==> src/hw/rtl/gaq_pkg.sv <==
// gaq_pkg: shared types and constants for the group absmax int8 quantizer
// no dependencies
package gaq_pkg;

	localparam int unsigned QDIV_STEPS = 8;
	localparam logic [10:0] MAX_GROUPS = 11'd1024;

	typedef struct packed {
		logic       valid;
		logic       last;
		logic       vec_last;
	} qctl_t;

endpackage

==> src/hw/rtl/group_absmax_int8_quantizer_unit.sv <==
// group_absmax_int8_quantizer_unit: top level, group buffer memory, max tracking,
// scale and per-sample drain; depends on gaq_pkg and gaq_qdiv
//
// Samples are taken one per cycle while a group fills a synchronous buffer memory.
// After the last sample of a group, busy stays high while the group drains: the
// scale is computed first, then each result takes a memory read, a pass through
// the 8-step divider and an output state before the next sample is read. Results
// appear one cycle each with out_valid and cannot be stalled.
module group_absmax_int8_quantizer_unit #(
	parameter int unsigned GROUP_SIZE  = 32,
	parameter int unsigned SAMPLE_BITS = 32
) (
	input  logic        clk,
	input  logic        arst_n,
	input  logic        start,
	output logic        busy,
	input  logic [31:0] sample,
	input  logic        cfg_valid,
	output logic        cfg_ready,
	input  logic [10:0] cfg_data,
	output logic        out_valid,
	output logic signed [7:0] quantized,
	output logic [30:0] group_scale,
	output logic        group_last,
	output logic        vector_last
);
	import gaq_pkg::*;

	localparam int unsigned AW = (GROUP_SIZE > 1) ? $clog2(GROUP_SIZE) : 1;
	localparam int unsigned CW = $clog2(GROUP_SIZE + 1);
	localparam int unsigned MB = SAMPLE_BITS + 1;

	typedef enum logic [4:0] {
		ST_FILL  = 5'b00001,
		ST_SCALE = 5'b00010,
		ST_READ  = 5'b00100,
		ST_DIV   = 5'b01000,
		ST_OUT   = 5'b10000
	} st_t;

	st_t st_q;
	logic [SAMPLE_BITS-1:0] mem [GROUP_SIZE];
	logic [SAMPLE_BITS-1:0] rd_s1;
	logic [CW-1:0] cnt_q;
	logic [MB-1:0] max_q;
	logic [10:0]   gin_q;
	logic [9:0]    gcnt_q;
	logic [30:0]   scale_q;
	logic [MB-1:0] scale_acc_q;
	logic [MB-1:0] scale_rem_q;
	logic [5:0]    scale_step_q;
	logic          vec_end_q;
	logic          div_start;
	logic          div_done;
	logic [7:0]    quot;
	logic [MB-1:0] in_mag;
	logic [MB-1:0] rd_mag;
	logic          rd_neg;
	logic [10:0]   geff;
	logic          wr_en;
	logic [MB-1:0] sc_q0;
	logic [MB-1:0] sc_r;
	logic [2:0]    sc_fix;

	function automatic logic [MB-1:0] mag_of(input logic [SAMPLE_BITS-1:0] v);
		logic [MB-1:0] e;
		e = {v[SAMPLE_BITS-1], v};
		return v[SAMPLE_BITS-1] ? (~e + 1'b1) : e;
	endfunction

	assign busy = (st_q != ST_FILL);
	assign cfg_ready = (st_q == ST_FILL);
	assign wr_en = start && !busy;
	assign in_mag = mag_of(sample[SAMPLE_BITS-1:0]);
	assign rd_mag = mag_of(rd_s1);
	assign rd_neg = rd_s1[SAMPLE_BITS-1];
	assign geff = (gin_q == 11'd0) ? 11'd1 : ((gin_q > MAX_GROUPS) ? MAX_GROUPS : gin_q);

	always_ff @(posedge clk) begin
		if (wr_en) begin
			mem[cnt_q[AW-1:0]] <= sample[SAMPLE_BITS-1:0];
		end
		rd_s1 <= mem[cnt_q[AW-1:0]];
	end

	assign div_start = (st_q == ST_READ) && (scale_step_q == 6'd1);

	gaq_qdiv #(.MAG_BITS(MB)) u_qdiv (
		.clk(clk), .arst_n(arst_n), .start(div_start),
		.mag(rd_mag), .max_mag(max_q), .done(div_done), .quot(quot)
	);

	always_ff @(posedge clk or negedge arst_n) begin
		if (!arst_n) begin
			st_q         <= ST_FILL;
			cnt_q        <= '0;
			max_q        <= '0;
			gin_q        <= 11'd1;
			gcnt_q       <= '0;
			scale_step_q <= '0;
			vec_end_q    <= 1'b0;
			out_valid    <= 1'b0;
		end else begin
			out_valid <= 1'b0;
			if (cfg_valid && cfg_ready) begin
				gin_q <= cfg_data;
			end
			case (st_q)
				ST_FILL: begin
					if (wr_en) begin
						if (in_mag > max_q) begin
							max_q <= in_mag;
						end
						if (cnt_q == CW'(GROUP_SIZE - 1)) begin
							cnt_q        <= '0;
							st_q         <= ST_SCALE;
							scale_step_q <= 6'd3;
							vec_end_q    <= (11'(gcnt_q) + 11'd1) >= geff;
						end else begin
							cnt_q <= cnt_q + 1'b1;
						end
					end
				end
				ST_SCALE: begin
					// (max + 63) / 127 by a shift series and a small correction
					if (scale_step_q == 6'd0) begin
						st_q         <= ST_READ;
						scale_step_q <= 6'd2;
					end else begin
						scale_step_q <= scale_step_q - 6'd1;
					end
				end
				ST_READ: begin
					if (scale_step_q == 6'd1) begin
						st_q <= ST_DIV;
					end
					scale_step_q <= scale_step_q - 6'd1;
				end
				ST_DIV: begin
					if (div_done) begin
						st_q <= ST_OUT;
					end
				end
				ST_OUT: begin
					out_valid <= 1'b1;
					if (cnt_q == CW'(GROUP_SIZE - 1)) begin
						cnt_q  <= '0;
						max_q  <= '0;
						st_q   <= ST_FILL;
						gcnt_q <= vec_end_q ? 10'd0 : gcnt_q + 10'd1;
					end else begin
						cnt_q        <= cnt_q + 1'b1;
						st_q         <= ST_READ;
						scale_step_q <= 6'd2;
					end
				end
				default: st_q <= ST_FILL;
			endcase
		end
	end

	// x/127 is x/128 + x/128^2 + ..., the floored sum falls short by at most four
	assign sc_q0 = (scale_acc_q >> 7) + (scale_acc_q >> 14) + (scale_acc_q >> 21)
		+ (scale_acc_q >> 28);
	assign sc_r = scale_acc_q - (scale_rem_q << 7) + scale_rem_q;

	always_comb begin
		if (sc_r >= MB'(508)) begin
			sc_fix = 3'd4;
		end else if (sc_r >= MB'(381)) begin
			sc_fix = 3'd3;
		end else if (sc_r >= MB'(254)) begin
			sc_fix = 3'd2;
		end else if (sc_r >= MB'(127)) begin
			sc_fix = 3'd1;
		end else begin
			sc_fix = 3'd0;
		end
	end

	// scale datapath
	always_ff @(posedge clk) begin
		if (st_q == ST_SCALE) begin
			case (scale_step_q)
				6'd3: scale_acc_q <= max_q + MB'(63);
				6'd2: scale_rem_q <= sc_q0;
				6'd1: scale_q <= 31'(scale_rem_q + MB'(sc_fix));
				default: ;
			endcase
		end
	end

	always_ff @(posedge clk) begin
		if (st_q == ST_OUT) begin
			quantized   <= rd_neg ? -$signed(quot) : $signed(quot);
			group_scale <= scale_q;
			group_last  <= (cnt_q == CW'(GROUP_SIZE - 1));
			vector_last <= vec_end_q && (cnt_q == CW'(GROUP_SIZE - 1));
		end
	end

	a_busy_no_cfg: assert property (@(posedge clk) disable iff (!arst_n)
		busy |-> !cfg_ready) else $error("cfg accepted while busy");
	a_vec_last_grp: assert property (@(posedge clk) disable iff (!arst_n)
		(out_valid && vector_last) |-> group_last) else $error("vector_last without group_last");
	a_out_busy: assert property (@(posedge clk) disable iff (!arst_n)
		(out_valid && !group_last) |-> busy) else $error("result outside drain");
	a_q_range: assert property (@(posedge clk) disable iff (!arst_n)
		out_valid |-> (quantized != -8'sd128)) else $error("quantized out of range");

endmodule

==> src/hw/rtl/gaq_qdiv.sv <==
// gaq_qdiv: sequential restoring divider giving one rounded 8-bit quotient
// depends on gaq_pkg
module gaq_qdiv #(
	parameter int unsigned MAG_BITS = 33
) (
	input  logic                clk,
	input  logic                arst_n,
	input  logic                start,
	input  logic [MAG_BITS-1:0] mag,
	input  logic [MAG_BITS-1:0] max_mag,
	output logic                done,
	output logic [7:0]          quot
);
	import gaq_pkg::*;

	localparam int unsigned NW = MAG_BITS + 9;

	logic [NW-1:0] den_q;
	logic [NW-1:0] rem_q;
	logic [7:0]    q_q;
	logic [3:0]    step_q;
	logic          run_q;
	logic [NW-1:0] trial;
	logic [NW-1:0] den_sh;

	// numerator m*254 + max, denominator 2*max, quotient fits in 8 bits
	assign den_sh = den_q << step_q[2:0];
	assign trial = rem_q - den_sh;

	always_ff @(posedge clk or negedge arst_n) begin
		if (!arst_n) begin
			run_q  <= 1'b0;
			step_q <= '0;
			done   <= 1'b0;
		end else begin
			done <= 1'b0;
			if (start) begin
				run_q  <= 1'b1;
				step_q <= 4'(QDIV_STEPS - 1);
			end else if (run_q) begin
				if (step_q == 4'd0) begin
					run_q <= 1'b0;
					done  <= 1'b1;
				end
				step_q <= step_q - 4'd1;
			end
		end
	end

	always_ff @(posedge clk) begin
		if (start) begin
			rem_q <= (NW'(mag) << 8) - (NW'(mag) << 1) + NW'(max_mag);
			den_q <= NW'(max_mag) << 1;
			q_q   <= '0;
		end else if (run_q) begin
			if (rem_q >= den_sh) begin
				rem_q <= trial;
				q_q[step_q[2:0]] <= 1'b1;
			end
		end
	end

	// all-zero group quantizes to zero
	assign quot = (den_q == '0) ? 8'd0 : ((q_q > 8'd127) ? 8'd127 : q_q);

endmodule
==> config.mk <==
export PLATFORM = sky130hd
export DESIGN_NAME = group_absmax_int8_quantizer_unit
export DESIGN_NICKNAME = d
export VERILOG_FILES = /design/src/hw/rtl/gaq_pkg.sv /design/src/hw/rtl/group_absmax_int8_quantizer_unit.sv /design/src/hw/rtl/gaq_qdiv.sv
export SDC_FILE = /design/constraint.sdc
export NUM_CORES = 2
export LEC_CHECK = 0
export BUFFER_PORTS_ARGS = -buffer_cell sky130_fd_sc_hd__clkbuf_2
export CAP_MARGIN = 20
export CORE_MARGIN = 10
export CORE_UTILIZATION = 30
export DETAILED_ROUTE_END_ITERATION = 8
export MAX_ROUTING_LAYER = met4
export PLACE_DENSITY = 0.55
export SYNTH_ARGS = -nofsm -noshare
export SYNTH_HDL_FRONTEND = slang
export SYNTH_SLANG_ARGS = --single-unit
==> constraint.sdc <==
create_clock -name clk -period 5.9 [get_ports clk]
set_clock_uncertainty 0.1 [all_clocks]
set_input_delay 0.295 -clock clk [delete_from_list [all_inputs] [get_ports clk]]
set_output_delay 0.295 -clock clk [all_outputs]
set_load 0.01 [all_outputs]
==> metrics <==
CTS Buffer Depth 3; Clock Pin Slew Worst Setup and Hold Paths approximately 0.060 ns; EDFF count, synth 1,225; largest net degree at the start of global routing about 110; switch share 0.3783; worst reg2reg setup slack ~0.039 ns; antenna violations before repair 9; status finished clean; Fin Setup TNS 0 ns; crit-path max FO 4; Leak 26.74 nW; cell count after synthesis 4,217; drt pass-1 iters 7; pre-CTS WS -0.3087 ns; CP startpoint kind flop; Primary FF master, synth edfxtp_1; crit-path most repeated cell buf_6; vias after detailed routing about 39,000; Max VDD drop 0.6348 mV; WP data arrival 6.30 ns; drt initial violations 3,645; DRC 0; Std-Cell Core Area roughly 0.21 mm2; clock root cell clkbuf_16; RSZ-0062 raised after global routing true; maxcap violations 0; final wirelength about 180,000 um; post-layout net count between 5,000 and 6,000; Post-synth ARST share 0.05878; first-pass GRT wire length 262,700 um; Die W around 480 um; Slowest Stage Delay on Critical Path between 0.5 and 0.6 ns; Final Core Density 0.3595; YS warnings 0; pins over their slew limit 0; Slowest-stage cell, CP fa_1; Die ar. between 0.2 and 0.25 mm2; DP HPWL roughly 120,000 um; Synth Cell Area around 0.064 mm2; Slew headroom 0.2781; post-route ant nets 0; row count 168; Max Freq 170.6 MHz; share of cells above drive strength 1 0.2314; fill count ~20,000; Initial Util 0.3024; WS Path Type flop to flop; CTS Buf Count ~140; GPL Wtd Cong 0.8754; Synth Register Bits approximately 1,300; sequential area share after synthesis 0.6230; H-tree level count 4; DR vias/cell just over 5; highest-count cells in the layout ignoring fill and taps edfxtp_1, buf_4, mux4_2; worst min path class primary input to flop; GRT met3 Usage 0.02586; Final Hold Viols 0; Clock Latency Late Sink approximately 0.8 ns; Routed wire per std cell approximately 24 um; clock share of power 0.228; delay-heaviest family, CP simple AND/OR/NAND/NOR gates; vias in the first global route between 30,000 and 40,000; Netlist cell types 82; CTS tree yes; Area growth syn-to-layout 18.87%; Sw Pwr about 14 mW; CP Capture Type flop; CTS sink count approximately 1,300; Remaining Overflow, GRT 0; internal power roughly 24 mW; Setup WS post-layout ~0.039 ns; total track usage 0.1558; Required @ worst endpoint approximately 6.3 ns; Pwr per Cell Area between 500 and 600 mW/mm2; average size of a mapped cell between 15 and 20 um2; WP buf/inv 7; Final setup viols 0; Flop pwr share 0.315; Tot Pwr approximately 38 mW; IO Pins 91; Die Y-Extent approximately 480 um; Tcrit/Tclk final 0.9934; worst-margin pin slew between 1 and 1.5 ns; met2 Use GR 0.2439; Tmin final around 6 ns; combinational share of power 0.457; PortBufs between 80 and 90; met1 Usage GRT 0.2130; most common cell after layout, fill and taps aside edfxtp_1; GR peak layer met2
-- stage by stage --
stage | std cells | area [um2] | hold slack [ns]
2_1_floorplan | 4221 | 63520 | -0.1006
3_3_place_gp | 7323 | 70010 | 0.1188
3_5_place_dp | 7323 | 70010 | 0.1175
4_1_cts | 7610 | 74940 | 0.03280
5_1_grt | 7628 | 75490 | 0.04714
6_report | 7629 | 75490 | 0.07602
-- path summary, 6_finish.rpt --
check                                          startpoint                   endpoint  cells after the start
worst max register to register  scale_rem_q[10]$_DFFE_PP_      scale_q[24]$_DFFE_PP_                     29
min in group asynchronous                          arst_n      max_q[13]$_DFFE_PN0P_                      3
worst min register to register      scale_q[16]$_DFFE_PP_  group_scale[16]$_DFFE_PP_                      0
worst max-delay path            scale_rem_q[10]$_DFFE_PP_      scale_q[24]$_DFFE_PP_                     29
worst min-delay path                           sample[31]      mem[20][31]$_DFFE_PP_                      2
max in group asynchronous                          arst_n       cnt_q[0]$_DFFE_PN0P_                      3
-- cell usage after synthesis, types with 9 or more instances --
cell type	n	area, um2
a31oi_1	20	125.1
a22oi_1	133	998.5
nor4_1	33	206.5
nand2b_1	38	237.7
fa_1	64	1281
inv_1	225	844.6
or2_2	13	81.33
edfxtp_1	1225	36790
xor2_1	54	473.0
nor2b_1	32	200.2
mux2_2	17	191.4
nand3_1	63	315.3
mux2i_1	73	730.7
and2_1	13	81.33
nand4_1	72	450.4
o21bai_1	13	97.59
dfrtp_1	77	1927
buf_1	31	116.4
nand3b_1	13	97.59
nor3_1	61	305.3
a21oi_1	163	815.8
xnor2_1	183	1603
nand2_1	226	848.3
o21ai_0	154	770.7
dfxtp_1	40	800.8
and3_1	25	156.4
a211oi_1	22	165.2
o31ai_1	28	210.2
or3_1	15	93.84
o21a_1	28	210.2
ha_1	236	2953
o211ai_1	9	67.56
a21o_1	74	555.5
mux4_2	276	6216
nor2_1	194	728.2
clkbuf_1	126	473.0
o41ai_1	15	131.4
o31a_1	9	78.83
-- routing by layer --
layer / routed length [um] / up-vias
li1: - / 17450
met2: 83820 / 1258
met5: 0 / -
met1: 80080 / 19720
met4: 4109 / 0
met3: 11320 / 256
-- state kept, by name (all words and copies together), names as in the netlist --
signal and flops:
gcnt_q 10, u_qdiv.q_q 8, gin_q 11, scale_step_q 6, u_qdiv.run_q 1, u_qdiv.rem_q 42, mem 1024, st_q 5
u_qdiv.step_q 4, u_qdiv.den_q 33, u_qdiv.done 1, quantized 8, rd_s1 32, scale_rem_q 27, scale_q 28, vec_end_q 1
group_scale 28, group_last 1, scale_acc_q 33, vector_last 1, cnt_q 6, out_valid 1, max_q 33
-- worst register-to-register path, delay by kind of cell, from the launching register on --
| family | cells | cell delay [ns] |
|---|---|---|
| simple gates | 13 | 1.86 |
| fa+ha+maj | 4 | 1.28 |
| compound gates | 4 | 1.00 |
| buf+inv | 7 | 0.87 |
| flops | 1 | 0.45 |
| xor+xnor | 1 | 0.06 |
-- cell type report --
| class | instances | area [um2] | share of cell area |
|---|---|---|---|
| flip-flops and latches | 1344 | 39580 | 0.5242 |
| clock inverters | 59 | 636.9 | 0.008436 |
| inverters | 228 | 855.8 | 0.01134 |
| repair buffers | 512 | 3832 | 0.05076 |
| well taps | 2805 | 3510 | 0.04649 |
| multi-input cells | 2489 | 23310 | 0.3088 |
| diodes | 1 | 2.502 | 0.00003315 |
| clock buffers | 191 | 3769 | 0.04992 |
-- kinds of logic (layout without fill, tap and decap cells) --
| kind of cell | after synthesis | after routing | synth area share |
|---|---|---|---|
| other | 2 | 7 | 0.0001182 |
| AOI/OAI and AO/OA | 742 | 742 | 0.07679 |
| buffers and inverters | 388 | 990 | 0.02311 |
| and+or+nand+nor | 838 | 838 | 0.06525 |
| DFF | 1344 | 1344 | 0.6230 |
| xor gates and xnor gates | 237 | 237 | 0.03268 |
| muxes | 366 | 366 | 0.1124 |
| adders and majority gates | 300 | 300 | 0.06667 |
-- power by group through the flow --
stage	sequential [mW]	clock, mW	combinational, mW
floorplan	11.7	0	10.5
global placement	12.1	0	16.2
detailed placement	12.1	0	16.2
CTS	11.9	8.81	16.3
global route	12.0	9.19	18.7
finish	11.9	8.62	17.3
-- timing repair --
item | CTS | global route
hold buffers | 33 | 0
gates resized for setup | 38 | 81
setup buffers | 4 | 17
hold endpoints to repair | 650 | 0
pin swaps | 15 | 43
endpoints found under the setup margin | 21 | 38
(Power assumes the default switching activity.)
